[src/rtl/core/ppu_pkg.sv]
`default_nettype none

package ppu_pkg;

   typedef enum logic [3:0] {
      KIND_STATIC        = 4'd0,
      KIND_GRAV          = 4'd1,
      KIND_BLOB          = 4'd2,
      KIND_BLOB2         = 4'd3,
      KIND_SMOKE         = 4'd4,
      KIND_SMOKECLOUD    = 4'd5,
      KIND_BLOODCLOUD    = 4'd6,
      KIND_FADESPARK     = 4'd7,
      KIND_FADESPARK2    = 4'd8,
      KIND_FALLFADESPARK = 4'd9
   } kind_type;

   typedef enum logic {
      CSR_FRAME_TIME   = 1'b0,
      CSR_CURRENT_TIME = 1'b1
   } csr_index_type;

   // One particle record as it enters the block.
   typedef struct packed {
      logic [3:0]       kind;
      logic [2:0][31:0] pos;
      logic [2:0][31:0] vel;
      logic [15:0]      size;
      logic [15:0]      opacity;
      logic [31:0]      expiry;
   } rec_type;

   // Per-kind work decided in the multiply stage and applied in the final stage.
   typedef struct packed {
      logic        alive;
      logic        grow_xyz;
      logic        damp_xy;
      logic        fades;
      logic [25:0] grav_sub;
      logic [13:0] size_add;
      logic [16:0] op_sub;
   } ctl_type;

   localparam logic signed [35:0] SAT_MAX = 36'sh07FFFFFFF;
   localparam logic signed [35:0] SAT_MIN = -36'sh080000000;

   function automatic logic [31:0] sat32(input logic signed [35:0] v);
      logic [31:0] r;
      if (v > SAT_MAX) begin
         r = 32'h7FFFFFFF;
      end else if (v < SAT_MIN) begin
         r = 32'h80000000;
      end else begin
         r = v[31:0];
      end
      return r;
   endfunction

endpackage

`default_nettype wire

[src/rtl/core/ppu_mul.sv]
`default_nettype none

module ppu_mul
   import ppu_pkg::*;
(
   input  wire logic             clock,
   input  wire logic             reset,
   input  wire logic             in_valid,
   input  wire rec_type          in_rec,
   input  wire logic [15:0]      frame_time,
   input  wire logic [31:0]      current_time,
   output logic                  out_valid,
   output rec_type               out_rec,
   output ctl_type               out_ctl,
   output logic [2:0][47:0]      out_prod
);

   logic            valid_ff;
   rec_type         rec_ff;
   ctl_type         ctl_ff, ctl_in;
   logic [2:0][47:0] prod_ff, prod_in;
   logic [31:0]     t32;
   logic [31:0]     t_x6, t_x60, t_x4, t_x40, t_x800;

   always_comb begin
      t32    = 32'(frame_time);
      t_x6   = t32 * 32'd6;
      t_x60  = t32 * 32'd60;
      t_x4   = t32 << 2;
      t_x40  = t32 * 32'd40;
      t_x800 = t32 * 32'd800;
      for (int i = 0; i < 3; i++) begin
         prod_in[i] = 48'($signed(in_rec.vel[i]) * $signed({1'b0, frame_time}));
      end
   end

   always_comb begin
      ctl_in          = '0;
      ctl_in.alive    = in_rec.expiry > current_time;
      case (kind_type'(in_rec.kind))
         KIND_GRAV: begin
            ctl_in.grav_sub = t_x40[25:0];
         end
         KIND_BLOB: begin
            ctl_in.grow_xyz = 1'b1;
            ctl_in.grav_sub = t_x40[25:0];
         end
         KIND_BLOB2: begin
            ctl_in.damp_xy  = 1'b1;
            ctl_in.grav_sub = t_x40[25:0];
         end
         KIND_SMOKE: begin
            ctl_in.size_add = 14'(t_x6[31:8]);
            ctl_in.op_sub   = 17'(frame_time[15:1]);
            ctl_in.fades    = 1'b1;
         end
         KIND_SMOKECLOUD: begin
            ctl_in.size_add = t_x60[21:8];
            ctl_in.op_sub   = 17'(frame_time[15:1]);
            ctl_in.fades    = 1'b1;
         end
         KIND_BLOODCLOUD: begin
            ctl_in.size_add = 14'(t_x4[31:8]);
            ctl_in.op_sub   = 17'(frame_time[15:2]);
            ctl_in.grav_sub = t_x40[25:0];
            ctl_in.fades    = 1'b1;
         end
         KIND_FADESPARK: begin
            ctl_in.op_sub   = 17'(frame_time);
            ctl_in.grav_sub = t_x40[25:0];
            ctl_in.fades    = 1'b1;
         end
         KIND_FADESPARK2: begin
            ctl_in.op_sub   = {frame_time, 1'b0};
            ctl_in.grav_sub = t_x40[25:0];
            ctl_in.fades    = 1'b1;
         end
         KIND_FALLFADESPARK: begin
            ctl_in.op_sub   = 17'(frame_time);
            ctl_in.grav_sub = t_x800[25:0];
            ctl_in.fades    = 1'b1;
         end
         default: begin
         end
      endcase
   end

   always_ff @(posedge clock) begin
      if (reset) begin
         valid_ff <= 1'b0;
      end else begin
         valid_ff <= in_valid;
      end
   end

   always_ff @(posedge clock) begin
      rec_ff  <= in_rec;
      ctl_ff  <= ctl_in;
      prod_ff <= prod_in;
   end

   assign out_valid = valid_ff;
   assign out_rec   = rec_ff;
   assign out_ctl   = ctl_ff;
   assign out_prod  = prod_ff;

endmodule

`default_nettype wire

[config.mk]
export PLATFORM = sky130hd
export DESIGN_NAME = ppu_mul
export DESIGN_NICKNAME = d
export VERILOG_FILES = /design/src/rtl/core/ppu_pkg.sv /design/src/rtl/core/ppu_mul.sv
export SDC_FILE = /design/constraint.sdc
export NUM_CORES = 2
export LEC_CHECK = 0
export ABC_AREA = 1
export BUFFER_PORTS_ARGS = -buffer_cell sky130_fd_sc_hd__clkbuf_2
export CORE_MARGIN = 2
export CORE_UTILIZATION = 56
export DETAILED_ROUTE_END_ITERATION = 6
export GPL_ROUTABILITY_DRIVEN = 0
export GPL_TIMING_DRIVEN = 1
export HOLD_SLACK_MARGIN = 0.02
export MAX_ROUTING_LAYER = met4
export PLACE_DENSITY = 0.8
export SYNTH_ARGS = -nofsm -noshare
export SYNTH_HDL_FRONTEND = slang
export SYNTH_SLANG_ARGS = --single-unit
[constraint.sdc]
create_clock -name clock -period 6.99 [get_ports clock]
set_input_delay 2.097 -clock clock [delete_from_list [all_inputs] [get_ports clock]]
set_output_delay 2.097 -clock clock [all_outputs]
set_load 0.02 [all_outputs]
Word level (Yosys, flattened, before mapping)
Index checks and enable logic that the tools add are counted.
{"block": "word_totals", "ff_bits": 466, "latchBits": 0, "ram_bits": 0, "mem_bits_ro": 0, "in_bits": 311, "n_memories": 0}
{"block": "classes", "add_sub_neg": 0, "mul": 7, "div_mod_pow": 0, "order_cmp": 1, "n_eq_ne": 9, "shifts": 0, "n_mux": 6, "bitwise_logic": 0, "reduce_logical": 4}
{"op": "32-bit by 17-bit multiplier with 48-bit output", "n": 3}
{"op": "17-bit one-hot mux with 4 select lines", "n": 1}
{"op": "26-bit one-hot mux with 2 select lines", "n": 1}
{"op": "14-bit one-hot mux with 3 select lines", "n": 1}
{"op": "32-bit greater-than comparator", "n": 1}
{"op": "16-bit by 5-bit multiplier with 21-bit output, second input constant", "n": 1}
{"op": "16-bit by 4-bit multiplier with 20-bit output, second input constant", "n": 1}
{"op": "16-bit by 3-bit multiplier with 19-bit output, second input constant", "n": 1}
{"op": "16-bit by 2-bit multiplier with 18-bit output, second input constant", "n": 1}
{"op": "4-bit by 3-bit == test with 1-bit output, second input constant", "n": 4}
{"op": "6-bit OR reduction", "n": 2}
{"op": "4-bit by 2-bit == test with 1-bit output, second input constant", "n": 2}
{"op": "4-bit == test, second input constant", "n": 2}
{"op": "4-bit by 1-bit == test with 1-bit output, second input constant", "n": 1}
{"op": "2-bit OR reduction", "n": 2}
{"op": "1-bit two-way mux", "n": 3}

Depth between registers and ports, before layout
{"block": "depth", "word_depth": 3, "mapped_depth": 29, "ltp_nobuf": 26}

Worst setup path after synthesis
Ideal clock, no wire load.
{"block": "synth_timing", "kind": "input -> register", "startpoint": "input port frame_time[3]", "endpoint": "register prod_ff, in the netlist out_prod[47]", "t_arrival_ns": 7.385, "path_slack_ns": -0.507, "path_stages": 25, "path_cell_list": "buf_2 > clkbuf_1 > clkbuf_1 > nand2_1 > fa_1 > fa_1 > inv_1 > fa_1 > fa_1 > fa_1 > inv_1 > fa_1 > inv_1 > ha_1 > nand2_1 > nor3_1 > nand2_1 > nor2_1 > nand2_1 > inv_1 > nand2_1 > inv_1 > nor2_1 > nand2_1 > nand2_1"}
{"element": "from (decl)", "line_no": "ppu_mul.sv:10", "text": "input wire logic [15:0] frame_time,"}
{"element": "to (signal assigned)", "line_no": "ppu_mul.sv:99", "text": "prod_ff <= prod_in;"}
{"element": "to (decl)", "line_no": "ppu_mul.sv:21", "text": "logic [2:0][47:0] prod_ff, prod_in;"}

==> impl_results.html <==
<table>
<tr><th>Metric</th><th>Value</th></tr>
<tr><th colspan="2">Status</th></tr>
<tr><td>Outcome</td><td>finished, violations left</td></tr>
<tr><td>Violations in the final reports</td><td>design-rule violations</td></tr>
<tr><th colspan="2">Global route</th></tr>
<tr><td>Most Crowded Layer GR</td><td>met2</td></tr>
<tr><td>Vias in the first global route</td><td>approximately 70k</td></tr>
<tr><td>Initial antenna violation count</td><td>23</td></tr>
<tr><td>Global-route usage over all layers</td><td>~35%</td></tr>
<tr><td>Met3 track utilization from global routing</td><td>between 7 and 8%</td></tr>
<tr><td>Total global routing overflow</td><td>0</td></tr>
<tr><td>First-pass GRT wire length</td><td>roughly 370,000 um</td></tr>
<tr><td>Fraction of met1 tracks used by global routing</td><td>roughly two fifths</td></tr>
<tr><td>Routing usage on met2</td><td>between 50 and 60%</td></tr>
<tr><td>Pin count of the biggest net entering global routing</td><td>47</td></tr>
<tr><th colspan="2">CTS</th></tr>
<tr><td>Clock-pin slew on the worst setup and hold paths</td><td>0.07 ns</td></tr>
<tr><td>Number of H-tree levels</td><td>2</td></tr>
<tr><td>Setup bufs post-CTS</td><td>0</td></tr>
<tr><td>Number of buffers created by CTS</td><td>53</td></tr>
<tr><td>Clock net sink count</td><td>about 460</td></tr>
<tr><td>CTS tree</td><td>done</td></tr>
<tr><td>Clock Root Buffer</td><td>sky130_fd_sc_hd__clkbuf_16</td></tr>
<tr><td>Buffer levels on the longest clock path</td><td>3</td></tr>
<tr><th colspan="2">Setup path</th></tr>
<tr><td>Critical Path Sink Type</td><td>flip-flop</td></tr>
<tr><td>Endpoint required time on the critical path</td><td>7.56 ns</td></tr>
<tr><td>Largest delay share family, worst path</td><td>adder cells</td></tr>
<tr><td>Slowest-stage cell, CP</td><td>sky130_fd_sc_hd__fa_1</td></tr>
<tr><td>Max incr delay on CP</td><td>roughly 0.54 ns</td></tr>
<tr><td>Classification of the worst setup path</td><td>input pin to flip-flop</td></tr>
<tr><td>CP Data Arrival Time</td><td>roughly 7.4 ns</td></tr>
<tr><td>Critical path buffers and inverters</td><td>8</td></tr>
<tr><td>Critical Path Source Type</td><td>input pin</td></tr>
<tr><td>Worst-path fanout max</td><td>38</td></tr>
<tr><th colspan="2">Worst hold path</th></tr>
<tr><td>Kind of path behind the tightest hold check</td><td>input pin to flip-flop</td></tr>
<tr><th colspan="2">Finish</th></tr>
<tr><td>Fillers</td><td>10.4k</td></tr>
<tr><td>Most frequent standard cell in the layout excluding fill and tap cells</td><td>sky130_fd_sc_hd__inv_1</td></tr>
<tr><td>Area added between synthesis and finish</td><td>18.0%</td></tr>
<tr><td>Final Core Density</td><td>66.8%</td></tr>
<tr><td>Leading cell types in the layout, fill and taps excluded</td><td>2,965 x sky130_fd_sc_hd__inv_1, 2,692 x sky130_fd_sc_hd__nand2_1, 1,501 x sky130_fd_sc_hd__fa_1</td></tr>
<tr><td>Fraction of final layout cells sized beyond drive strength 1</td><td>around 16%</td></tr>
<tr><td>Post-layout net count</td><td>approximately 13k</td></tr>
<tr><th colspan="2">STA</th></tr>
<tr><td>Final period demand of the worst path</td><td>6.85 ns</td></tr>
<tr><td>Fmax</td><td>between 100 and 150 MHz</td></tr>
<tr><td>Transition at the pin with the smallest max-transition slack</td><td>around 0.79 ns</td></tr>
<tr><td># setup viols final</td><td>0</td></tr>
<tr><td>Post-route setup TNS</td><td>0 ns</td></tr>
<tr><td>Number of failing hold endpoints at the final stage</td><td>0</td></tr>
<tr><td>Unrepaired setup endpoints after global routing</td><td>true</td></tr>
<tr><td>Share of the clock period used by the worst path</td><td>a little over nine tenths</td></tr>
<tr><td>Smallest hold slack</td><td>1.53 ns</td></tr>
<tr><td>Final slew viol count</td><td>0</td></tr>
<tr><td>Worst slew margin relative to its limit</td><td>a little under half</td></tr>
<tr><th colspan="2">Route</th></tr>
<tr><td>Total routed wirelength</td><td>between 200,000 and 250,000 um</td></tr>
<tr><td># DRC</td><td>2</td></tr>
<tr><td>Average vias per placed instance</td><td>5.16</td></tr>
<tr><td>Routed wire per std cell</td><td>18.4 um</td></tr>
<tr><td>Via Count</td><td>between 60k and 70k</td></tr>
<tr><td>Initial DRC count</td><td>between 5k and 6k</td></tr>
<tr><td>Detailed Routing Iterations Pass 1</td><td>7</td></tr>
<tr><td>Final ANT Viol Nets</td><td>0</td></tr>
<tr><th colspan="2">Place</th></tr>
<tr><td>Count of port buffers added during placement</td><td>roughly 770</td></tr>
<tr><td>Placed wire-length estimate after detailed placement</td><td>just under 200,000 um</td></tr>
<tr><th colspan="2">Logic synthesis</th></tr>
<tr><td>Most instantiated flip-flop cell in the synthesis netlist</td><td>sky130_fd_sc_hd__dfxtp_1</td></tr>
<tr><td>Async SR Flop Fraction</td><td>0%</td></tr>
<tr><td>Yosys warning total</td><td>0</td></tr>
<tr><td>Sequential cell area fraction in the yosys report</td><td>12.4%</td></tr>
<tr><td>Syn_area_per_cell</td><td>between 7 and 8 um2</td></tr>
<tr><td>Post-synth design cell area</td><td>between 70,000 and 80,000 um2</td></tr>
<tr><td>Post-synthesis cell count</td><td>9,692</td></tr>
<tr><td>Number of enable flip-flop cells after synthesis</td><td>0</td></tr>
<tr><td>Synthesis-stage register bit count</td><td>463</td></tr>
<tr><td>Number of distinct standard cells referenced by the synthesized netlist</td><td>50</td></tr>
<tr><th colspan="2">Floorplanning</th></tr>
<tr><td>Width of the die</td><td>369 um</td></tr>
<tr><td>Count of pins on the block boundary</td><td>777</td></tr>
<tr><td>Die height</td><td>roughly 370 um</td></tr>
<tr><td>Starting utilization of the core area</td><td>56.6%</td></tr>
<tr><td>Area inside the core boundary</td><td>~130,000 um2</td></tr>
<tr><td>Std-Cell Rows</td><td>between 100 and 150</td></tr>
<tr><td>Area of the die</td><td>136,000 um2</td></tr>
<tr><th colspan="2">Flow run</th></tr>
<tr><td># Max-Cap Violations</td><td>0</td></tr>
</table>
per-layer routing:
layer  share of wire (%)  up-vias
li1                    -    29600
met1                  36    31700
met2                  48     3437
met3                 9.7      878
met4                 6.8        0
met5                   0        -
through the flow:
| step | std cells | area, um2 | setup slack (ns) |
|---|---|---|---|
| 4_1_cts | 12700 | 87500 | 0.109 |
| 2_1_floorplan | 9694 | 74800 | -0.0122 |
| 3_5_place_dp | 12600 | 85600 | -0.607 |
| 6_report | 12700 | 88000 | 0.137 |
| 5_1_grt | 12700 | 88000 | -0.0189 |
| 3_3_place_gp | 12600 | 85600 | -0.513 |
logic make-up after synthesis:
group | synth area share (%)
and+or+nand+nor | 18.0
buffers and inverters | 17.0
adders and majority gates | 48.4
DFF | 12.4
AOI/OAI and AO/OA | 3.09
xor gates and xnor gates | 1.16
other | 0.00503
layout make-up:
class / instances / area, um2 / share of cell area [%]
multi-input cells: 5871 / 52900 / 60.1
inverters: 2984 / 11200 / 12.7
repair buffers: 1502 / 10500 / 11.9
flip-flops and latches: 463 / 9270 / 10.5
well taps: 1755 / 2200 / 2.50
clock buffers: 65 / 1420 / 1.62
clock inverters: 34 / 430 / 0.489
diodes: 50 / 125 / 0.142
sequential cells by signal (all words and copies together) (netlist names):
| register | flops |
|---|---|
| out_prod | 144 |
| out_ctl | 58 |
| out_rec | 260 |
| out_valid | 1 |
worst paths after layout:
| path | startpoint | to | slack (ns) | cells after the start |
|---|---|---|---|---|
| max | frame_time[5] | out_prod[86] | 0.14 | 25 |
| min | in_rec[207] | out_rec[207] | 1.53 | 1 |
cells in the mapped netlist (all sizes together) (2+ instances only):
cell type | count | area [um2]
a21boi | 3 | 30.0
a21o | 7 | 52.6
a21oi | 222 | 1160
a31oi | 4 | 25.0
a32o | 2 | 20.0
and3 | 3 | 18.8
buf | 49 | 233
clkbuf | 327 | 1230
clkinv | 5 | 18.8
dfxtp | 463 | 9270
fa | 1506 | 30100
ha | 475 | 5940
inv | 2979 | 11200
nand2 | 2726 | 10300
nand2b | 6 | 37.5
nand3 | 218 | 1170
nand3b | 8 | 60.1
nand4 | 45 | 282
nor2 | 357 | 1410
nor3 | 12 | 65.1
nor4 | 2 | 12.5
o2111ai | 5 | 43.8
o211ai | 10 | 110
o21a | 2 | 15.0
o21ai | 123 | 627
o21bai | 24 | 184
o221ai | 2 | 17.5
o22ai | 3 | 18.8
or2 | 2 | 12.5
xnor2 | 39 | 342
xor2 | 60 | 526
repair_timing:
action                     in CTS  in global routing
hold buffers                    0                  0
gates resized for setup         0                 64
setup endpoints to repair       0                 57
Power is not shown: default switching activity piles up to over one toggle a cycle in this logic, so the estimate is an artifact.
