**src/rtl/core/ppu_pkg.sv**
```systemverilog
`default_nettype none

package ppu_pkg;

   typedef enum logic [3:0] {
      KIND_STATIC        = 4'd0,
      KIND_GRAV          = 4'd1,
      KIND_BLOB          = 4'd2,
      KIND_BLOB2         = 4'd3,
      KIND_SMOKE         = 4'd4,
      KIND_SMOKECLOUD    = 4'd5,
      KIND_BLOODCLOUD    = 4'd6,
      KIND_FADESPARK     = 4'd7,
      KIND_FADESPARK2    = 4'd8,
      KIND_FALLFADESPARK = 4'd9
   } kind_type;

   typedef enum logic {
      CSR_FRAME_TIME   = 1'b0,
      CSR_CURRENT_TIME = 1'b1
   } csr_index_type;

   // One particle record as it enters the block.
   typedef struct packed {
      logic [3:0]       kind;
      logic [2:0][31:0] pos;
      logic [2:0][31:0] vel;
      logic [15:0]      size;
      logic [15:0]      opacity;
      logic [31:0]      expiry;
   } rec_type;

   // Per-kind work decided in the multiply stage and applied in the final stage.
   typedef struct packed {
      logic        alive;
      logic        grow_xyz;
      logic        damp_xy;
      logic        fades;
      logic [25:0] grav_sub;
      logic [13:0] size_add;
      logic [16:0] op_sub;
   } ctl_type;

   localparam logic signed [35:0] SAT_MAX = 36'sh07FFFFFFF;
   localparam logic signed [35:0] SAT_MIN = -36'sh080000000;

   function automatic logic [31:0] sat32(input logic signed [35:0] v);
      logic [31:0] r;
      if (v > SAT_MAX) begin
         r = 32'h7FFFFFFF;
      end else if (v < SAT_MIN) begin
         r = 32'h80000000;
      end else begin
         r = v[31:0];
      end
      return r;
   endfunction

endpackage

`default_nettype wire

```
**src/rtl/core/ppu_finish.sv**
```systemverilog
`default_nettype none

module ppu_finish
   import ppu_pkg::*;
(
   input  wire logic             clock,
   input  wire logic             reset,
   input  wire logic             in_valid,
   input  wire rec_type          in_rec,
   input  wire ctl_type          in_ctl,
   input  wire logic [2:0][47:0] in_prod,
   output logic                  out_valid,
   output logic                  out_alive,
   output logic [2:0][31:0]      out_pos,
   output logic [2:0][31:0]      out_vel,
   output logic [15:0]           out_size,
   output logic [15:0]           out_opacity,
   output logic [31:0]           out_expiry
);

   logic             valid_ff;
   logic             alive_ff;
   logic [2:0][31:0] pos_ff, pos_in;
   logic [2:0][31:0] vel_ff, vel_in;
   logic [15:0]      size_ff, size_in;
   logic [15:0]      opacity_ff, opacity_in;
   logic [31:0]      expiry_ff, expiry_in;

   logic signed [35:0] pos_sum;
   logic signed [35:0] vel_sum;
   logic signed [35:0] delta;
   logic [16:0]        size_sum;
   logic signed [17:0] op_diff;

   always_comb begin
      pos_in     = in_rec.pos;
      vel_in     = in_rec.vel;
      size_in    = in_rec.size;
      opacity_in = in_rec.opacity;
      expiry_in  = in_rec.expiry;
      pos_sum    = '0;
      vel_sum    = '0;
      delta      = '0;
      size_sum   = '0;
      op_diff    = '0;
      if (in_ctl.alive) begin
         for (int i = 0; i < 3; i++) begin
            // The upper product bits are the floor of vel * t / 2^16 (or 4x that).
            pos_sum = 36'($signed(in_rec.pos[i])) + 36'($signed(in_prod[i][47:16]));
            pos_in[i] = sat32(pos_sum);
            delta = 36'($signed(in_prod[i][47:14]));
            vel_sum = 36'($signed(in_rec.vel[i]));
            if (in_ctl.grow_xyz) begin
               vel_sum = vel_sum + delta;
            end else if (in_ctl.damp_xy && i != 2) begin
               vel_sum = vel_sum - delta;
            end
            if (i == 2) begin
               vel_sum = vel_sum - 36'(in_ctl.grav_sub);
            end
            vel_in[i] = sat32(vel_sum);
         end
         size_sum = 17'(in_rec.size) + 17'(in_ctl.size_add);
         size_in  = size_sum[16] ? 16'hFFFF : size_sum[15:0];
         op_diff  = $signed(18'(in_rec.opacity)) - $signed(18'(in_ctl.op_sub));
         opacity_in = op_diff[17] ? 16'd0 : op_diff[15:0];
         if (in_ctl.fades && opacity_in[15:8] == 8'd0) begin
            expiry_in = '0;
         end
      end
   end

   always_ff @(posedge clock) begin
      if (reset) begin
         valid_ff <= 1'b0;
      end else begin
         valid_ff <= in_valid;
      end
   end

   always_ff @(posedge clock) begin
      alive_ff   <= in_ctl.alive;
      pos_ff     <= pos_in;
      vel_ff     <= vel_in;
      size_ff    <= size_in;
      opacity_ff <= opacity_in;
      expiry_ff  <= expiry_in;
   end

   assign out_valid   = valid_ff;
   assign out_alive   = alive_ff;
   assign out_pos     = pos_ff;
   assign out_vel     = vel_ff;
   assign out_size    = size_ff;
   assign out_opacity = opacity_ff;
   assign out_expiry  = expiry_ff;

endmodule

`default_nettype wire

```
**config.mk**
```make
export PLATFORM = sky130hd
export DESIGN_NAME = ppu_finish
export DESIGN_NICKNAME = d
export VERILOG_FILES = /design/src/rtl/core/ppu_pkg.sv /design/src/rtl/core/ppu_finish.sv
export SDC_FILE = /design/constraint.sdc
export NUM_CORES = 1
export LEC_CHECK = 0
export ABC_AREA = 1
export BUFFER_PORTS_ARGS = -buffer_cell sky130_fd_sc_hd__buf_4
export CAP_MARGIN = 30
export CORE_AREA = 3 3 283 285
export DETAILED_ROUTE_END_ITERATION = 8
export DIE_AREA = 0 0 286 288
export GPL_TIMING_DRIVEN = 0
export PLACE_DENSITY = 0.56
export SETUP_SLACK_MARGIN = 0.5
export SLEW_MARGIN = 0
export SYNTH_ARGS = -nofsm -noshare
export SYNTH_HDL_FRONTEND = slang
export SYNTH_SLANG_ARGS = --single-unit
```
**constraint.sdc**
```tcl
create_clock -name clock -period 10.98 [get_ports clock]
set_input_delay 0 -clock clock [delete_from_list [all_inputs] [get_ports clock]]
set_output_delay 0 -clock clock [all_outputs]
set_load 0.05 [all_outputs]
```
* Word level (Yosys, flattened, before mapping)
Index checks and enable logic that the tools add are counted.
** Storage, ports and cells
- Register bits after elaboration :: 258
- Latch bits :: 0
- RAM bits :: 0
- Bits in read-only memories :: 0
- Input port bits :: 468
- Output and inout port bits :: 258
- Word-level logic and storage cells :: 65
- Memories :: 0
** Operators by class
- Add/subtract/negate cells :: 11
- Multiply operators :: 0
- Div/mod/pow operators :: 0
- $lt $le $gt $ge :: 12
- Equality and inequality tests :: 0
- Shift operators :: 0
- Muxes and demuxes :: 29
- Bitwise gates (word level) :: 0
- Reduce and logical (&&, ||, !) cells :: 2
** Operators by type and width (number)
- 32-bit two-way mux :: 14
- 36-bit two-way mux :: 9
- 96-bit two-way mux :: 2
- 36-bit by 32-bit > comparator with 1-bit output (second input constant) :: 3
- 36-bit by 32-bit less-than comparator with 1-bit output (second input constant) :: 3
- 32-bit by 34-bit adder with 35-bit output :: 3
- 32-bit by 32-bit adder with 33-bit output :: 3
- 33-bit by 32-bit > comparator with 1-bit output (second input constant) :: 3
- 33-bit by 32-bit less-than comparator with 1-bit output (second input constant) :: 3
- 32-bit by 34-bit subtractor with 35-bit output :: 2
- 16-bit two-way mux :: 4
- 36-bit by 26-bit subtractor with 36-bit output :: 1
- 16-bit by 17-bit subtractor with 18-bit output :: 1
- 16-bit by 14-bit adder with 17-bit output :: 1
- 8-bit zero test :: 1
- 1-bit logical AND :: 1

* Logic depth before layout (Yosys ltp)
Gate-level depths: netlist (run 1).
- Depth in word-level cells :: 9
- Mapped depth :: 32
- Gate-level depth less buffers :: 31

* Least setup slack after synthesis (run 1)
Ideal clock, no wire load.
- Path kind :: input-to-reg
- From :: input port in_ctl[59] (netlist name)
- To :: register vel_ff, in the netlist out_vel[65]
- Library setup time :: 0.116 ns
- Data arrival time :: 3.898 ns
- Data required time :: 10.864 ns
- Setup slack :: 6.966 ns
- Cell stages on the path :: 26
- Buffers on the path :: 6
- Cell sequence :: buf_2 buf_1 buf_1 buf_2 buf_1 mux2i_1 ha_1 inv_1 fa_1 nand2_1 inv_1 nand2_1 nand2_1 a21oi_1 o21ai_2 nand2_1 nand2_1 a21oi_2 nand2_1 nor2_1 nand4_1 nand2_1 nand2_1 o21ai_4 buf_12 a21oi_2
** RTL lines
- start: declaration :: line ppu_finish.sv:10 : input wire ctl_type in_ctl,
- end signal: assignment :: line ppu_finish.sv:84 : vel_ff <= vel_in;
- end: declaration :: line ppu_finish.sv:24 : logic [2:0][31:0] vel_ff, vel_in;

==> results.json, run 1 <==
{
  "fin_nets": 6581,
  "rows": 102,
  "root_buffer": "clkbuf_16",
  "io_pins": 726,
  "crit_path_start": "in_ctl[59]",
  "stdcell_count": 6844,
  "ant_nets": 0,
  "numCtsBuffers": 34,
  "wl_per_cell_microns": 20.71,
  "post_synth.cell_area_avg_sq_um": 6.141,
  "hold_violations": 0,
  "clk_path_buf_depth": 3,
  "antenna_found_initial": 6,
  "grt_max_degree": 13,
  "power_uw": 5030,
  "grt.total_usage_pct": 32.88,
  "gp_congestion": 1.002,
  "post_cts_resized": 0,
  "pwr_density_cell_nw_per_um2": 126.1,
  "synth_seq_cells": 258,
  "syn2layout_area_growth_pct": 37.03,
  "status": "complete, no violations",
  "via_per_inst": 5.176,
  "core_sq_um": 77590,
  "required_ns": 11.43,
  "dr.pass1.iters": 6,
  "postCtsSetupBuffers": 0,
  "path_class": "input port to flop",
  "cp-start-kind": "input port",
  "synthesis.instances": 4739,
  "async_flop_share_pct": 0,
  "hp-class": "input port to flop",
  "cp_max_fo": 10,
  "yosysTopAreaCell": "dfxtp_1",
  "cp-end-kind": "flop",
  "cts_tree": "yes",
  "rsz0062_at_grt": "false",
  "synth-seq-area-share_pct": 17.75,
  "drt_wl_total_microns": 141700,
  "endpoint": "out_vel[64]",
  "cts.sinks": 258,
  "path_clk_slew_ns": 0.06,
  "drc": 0,
  "fin_crit_sh_pct": 53.20,
  "io_buffers": 679,
  "maxSlewHeadroom_pct": 29.58,
  "grt_pass1_wl_microns": 208000,
  "multi_input_area_sq_um": 20670,
  "synth.cell_area_sq_um": 29100,
  "htreeDepth": 2,
  "start_util_pct": 37.50,
  "fin_setup_tns_ns": 0,
  "cp.arrival_ns": 6.30,
  "yosysTopAreaCellShare_pct": 17.75,
  "overflow": 0,
  "dpl.cell_count": 6463,
  "max_cap_viol_count": 0,
  "final_layout_size_suffix_gt1_share_pct": 16.18,
  "post_dp_cell_area_sq_um": 35580,
  "synth_area_leaders": "dfxtp_1 (18%), ha_1 (14%), nand2_1 (14%)",
  "finalSetupViolCount": 0,
  "p_leak_uw": 0.02047,
  "ir_drop_mv": 0.1039,
  "synthesis.nets": 5540,
  "vias": 35420,
  "fp.dieH_microns": 288,
  "yosys_warnings": 0,
  "dp_hpwl_microns": 119400,
  "grt_pass1_vias": 34230,
  "clock.fmax_mhz": 171.2,
  "worstMarginPinSlew_ns": 1.056,
  "synth_top_flop_cell": "dfxtp_1",
  "synthDistinctLibCells": 61,
  "die_w_microns": 286,
  "seq_area_sq_um": 5165,
  "synth-edff-count": 0,
  "fin_area_sq_um": 39880,
  "report.final.slew_viol_count": 0,
  "drt_iter0_drc": 2915,
  "min_period_ns": 5.841,
  "dieArea_sq_um": 82370,
  "n_fill_cell": 8253
}
## how the worst min path moves through the flow
stage | startpoint | endpoint | slack (ns) | depth (start not counted)
2_1_floorplan | in_ctl[60] | out_alive | 0.03 | 0
3_3_place_gp | in_ctl[60] | out_alive | 0.15 | 1
3_5_place_dp | in_ctl[60] | out_alive | 0.15 | 1
4_1_cts | in_prod[27] | out_pos[11] | 0.0002 | 5
5_1_grt | in_prod[27] | out_pos[11] | 0.04 | 5
6_report | in_ctl[23] | out_size[6] | 0.03 | 4
## state kept, by name, indices dropped and copies added, names as in the netlist
register and flops:
out_pos 96, out_valid 1, out_opacity 16, out_expiry 32, out_alive 1, out_size 16, out_vel 96
## worst max-delay path, cell delays in order
cell,delay [ns]
buf_4,0.12
buf_2,0.19
buf_1,0.27
inv_1,0.15
clkbuf_1,0.64
buf_1,0.78
buf_1,0.51
o21ai_0,0.28
fa_1,0.46
nand2_1,0.07
inv_1,0.05
nand2_1,0.05
nand2_1,0.09
a21oi_1,0.25
o21ai_2,0.14
nand2_1,0.08
nand2_1,0.12
a21oi_2,0.37
nand2_1,0.10
nor2_1,0.15
nand4_1,0.09
nand2_1,0.09
nand2_1,0.10
o21ai_4,0.41
a21oi_1,0.12
dlygate4sd3_1,0.57
## per-layer routing
| metal | wire, microns | part of all wire (%) | global-route usage, % | vias up |
|---|---|---|---|---|
| li1 | - | - | - | 17550 |
| met1 | 61150 | 43 | 42.77 | 16410 |
| met2 | 66680 | 47 | 56.01 | 1246 |
| met3 | 9193 | 6.5 | 4.663 | 215 |
| met4 | 4652 | 3.3 | 10.29 | 2 |
| met5 | 41 | 0.029 | 0 | - |
## where the power goes
group	leakage (uW)	switching (uW)	internal, uW
clock	0.000516	488	624
sequential	0.00217	47.5	1080
combinational	0.0178	1840	951
total	0.0205	2370	2660
## cells in the final DEF, fill, tap and decap left out, types with 12 or more instances in the layout
master and instances:
nand2_2 49, dlygate4sd3_1 321, a21oi_1 591, xor2_1 143
buf_1 12, xnor2_1 56, nand4_1 31, clkbuf_1 88
o21ai_0 293, o21ai_1 21, a31oi_1 48, buf_4 694
nor2_1 553, ha_1 322, dfxtp_1 258, a21boi_0 18
nand2_1 1055, o21a_1 28, nor2_2 16, a21o_1 28
buf_2 31, a21oi_2 33, o21bai_1 32, nand3_1 149
or2_2 17, clkbuf_16 34, nor3_1 50, inv_1 664
## stage by stage
step	hold WS (ns)	setup WS [ns]	utilization, %
floorplan	0.02772	6.966	-
global placement	0.1492	4.774	45.75
detailed placement	0.1458	4.961	45.85
CTS	0.0002183	5.180	51.38
global route	0.03582	4.771	51.39
finish	0.02779	5.139	51.39
## cells in the mapped netlist (all sizes together), types with 17 or more instances
cell type,count
xor2,144
clkbuf,82
o21ai,321
a21oi,624
a21o,28
a31oi,48
nand2,1106
nor3,50
ha,322
nor2,571
nand3,160
buf,65
inv,669
o21bai,33
nand4,31
or2,17
dfxtp,258
o21a,28
xnor2,56
a21boi,21
## layout make-up
class	count	area share, %
plain buffers	147	1.892
repair buffers	1005	21.03
multi-input cells	3664	51.83
inverters	670	6.307
clock inverters	13	0.3985
diodes	2	0.01255
well taps	1040	3.263
clock buffers	45	2.313
flip-flops and latches	258	12.95
## cells by family after synthesis
kind of cell             count (synthesis)  share of synthesized area [%]
XOR/XNOR                               200                          6.045
flip-flops                             258                          17.75
multiplexers                             1                        0.03440
AO/OA/AOI/OAI                         1170                          22.58
adder cells (fa/ha/maj)                333                          14.60
buffers and inverters                  817                          11.23
AND/OR/NAND/NOR                       1960                          27.76
## repair_timing
item,CTS,global route
hold buffers,321,0
hold endpoints to repair,257,0
endpoints found under the setup margin,0,0
(Power assumes the default switching activity.)
==> run 2: changes to the inputs <==
Settings changed: CORE_AREA 3 3 283 285 to 3 3 285 287, DIE_AREA 0 0 286 288 to 0 0 288 290.
Clock period 10.98 ns to 5.6 ns, I/O delays scaled along.
==> results.json, run 2 (synthesized netlist as in run 1, its figures left out) <==
{
  "status": "complete, no violations",
  "cts_tree": "yes",
  "hp-class": "input port to flop",
  "cts.sinks": 258,
  "required_ns": 6.05,
  "cp.depth": 16,
  "die_w_microns": 288,
  "grt_util_met2_pct": 56.66,
  "critPathMaxStageDelay_ns": 0.81,
  "cp-end-kind": "flop",
  "grt_max_degree": 13,
  "worst_slack_ns": 0.8297,
  "dr.pass1.iters": 6,
  "maxSlewHeadroom_pct": 32.03,
  "core_sq_um": 78870,
  "fin_area_sq_um": 39850,
  "ant_nets": 0,
  "hold_violations": 0,
  "fp.dieH_microns": 290,
  "report.final.slew_viol_count": 0,
  "cp-start-kind": "input port",
  "ir_drop_mv": 0.2158,
  "fin_crit_sh_pct": 85.18,
  "hold_slack_ns": 0.02053,
  "drc": 0,
  "syn2layout_area_growth_pct": 36.93,
  "max_cap_viol_count": 0,
  "fin_setup_tns_ns": 0,
  "io_pins": 726,
  "vias": 35270,
  "rsz0062_at_grt": "false",
  "critical_path.top_delay_family": "buffers and inverters",
  "endpoint": "out_size[13]",
  "dieArea_sq_um": 83520,
  "grt_pass1_vias": 34090,
  "path_class": "input port to flop",
  "fin_nets": 6567,
  "layout_common_cells": "nand2_1 (1055), buf_4 (695), inv_1 (664)",
  "drt_iter0_drc": 2700,
  "grt_use_met3_pct": 4.996,
  "rows": 103,
  "wl_per_cell_microns": 21.11,
  "clk_path_buf_depth": 3,
  "min_period_ns": 4.770,
  "cp.arrival_ns": 5.22,
  "worstMarginPinSlew_ns": 1.019,
  "root_buffer": "clkbuf_16",
  "place_worst_setup_slack_ns": -0.5281,
  "crit_path_top_delay_cell": "clkbuf_1",
  "crit_path_start": "in_rec[51]",
  "clock.fmax_mhz": 209.6,
  "via_per_inst": 5.152,
  "path_cells": "dlygate4sd3_1, buf_4, ha_1, a21o_1, a31oi_1, nor2_1, o21ai_0, nand2_1, nand3_1, o2111ai_1, nand2_1, nor2_1, nor2_1, clkbuf_1, a21oi_1, dlygate4sd3_1",
  "grt.busiest_layer": "met2",
  "min_from": "in_prod[29]",
  "drt_wl_total_microns": 144500,
  "numCtsBuffers": 34,
  "crit_top_cell": "nor2_1",
  "cp_max_fo": 10,
  "grt.total_usage_pct": 33.18,
  "start_util_pct": 36.90,
  "htreeDepth": 2,
  "grt_pass1_wl_microns": 212400,
  "final_common_cell": "nand2_1",
  "post_dp_cell_area_sq_um": 35660,
  "path_clk_slew_ns": 0.06,
  "overflow": 0,
  "dp_hpwl_microns": 122100,
  "final_layout_size_suffix_gt1_share_pct": 16.48,
  "io_buffers": 679,
  "path_buf_inv": 4,
  "gp_congestion": 0.9837,
  "pwr_density_cell_nw_per_um2": 248.9,
  "antenna_found_initial": 5,
  "grtUsageMet1_pct": 42.61,
  "finalSetupViolCount": 0,
  "p_leak_uw": 0.02047
}
-- run 2: cell count changes in the layout (fill, tap and decap cells not counted), moves of 2 or more --
cell	before	now
dlygate4sd3_1	321	301
buf_1	12	7
diode_2	2	7
clkbuf_8	3	7
buf_6	1	4
buf_16	0	2
buf_2	31	33
clkbuf_2	2	4
clkinv_2	3	1
clkinv_8	2	0
clkinvlp_4	3	5
-- run 2: worst min path at each step --
stage | to | slack, ns | cells past startpoint
global route | out_pos[12] | 0.04 | 5
floorplan | out_alive | 0.03 | 0
CTS | out_pos[77] | 0.001 | 5
detailed placement | out_alive | 0.15 | 1
finish | out_pos[13] | 0.02 | 5
global placement | out_alive | 0.14 | 1
-- run 2: stage by stage --
step | utilization (%) | total power (uW) | cells
after floorplan | - | 5635 | 4739
after global placement | 45.03 | 7404 | 6468
after detailed placement | 45.21 | 7404 | 6477
after CTS | 50.44 | 9912 | 6836
after global routing | 50.51 | 10480 | 6840
final | 50.52 | 9918 | 6845
-- run 2: final cells by class --
| cell class | instances | area [sq um] |
|---|---|---|
| fill | 8327 | 39020 |
| multi-input combinational | 3664 | 20680 |
| timing repair buffer | 991 | 8287 |
| sequential | 258 | 5165 |
| inverter | 670 | 2515 |
| tap | 1050 | 1314 |
| clock buffer | 48 | 994.7 |
| buffer | 147 | 759.5 |
| clock inverter | 10 | 110.1 |
| antenna | 7 | 17.52 |
-- run 2: what timing repair did --
| item | 4_1_cts | 5_1_grt |
|---|---|---|
| pin swaps | 0 | 2 |
| hold buffers | 301 | 0 |
| endpoints found under the hold margin | 258 | 0 |
| setup buffers | 0 | 2 |
| resized for setup | 3 | 8 |
| endpoints found under the setup margin | 31 | 31 |
-- run 2: power breakdown --
part           internal (uW)  switching [uW]
combinational           1840            3630
clock                   1290             947
sequential              2120            91.1
-- run 2: metal layers --
layer / part of all wire, % / wire length, microns / vias to the layer above
li1: - / - / 17510
met1: 42 / 61410 / 16290
met2: 47 / 68270 / 1229
met3: 6.7 / 9652 / 235
met4: 3.6 / 5148 / 6
met5: 0.030 / 44 / -
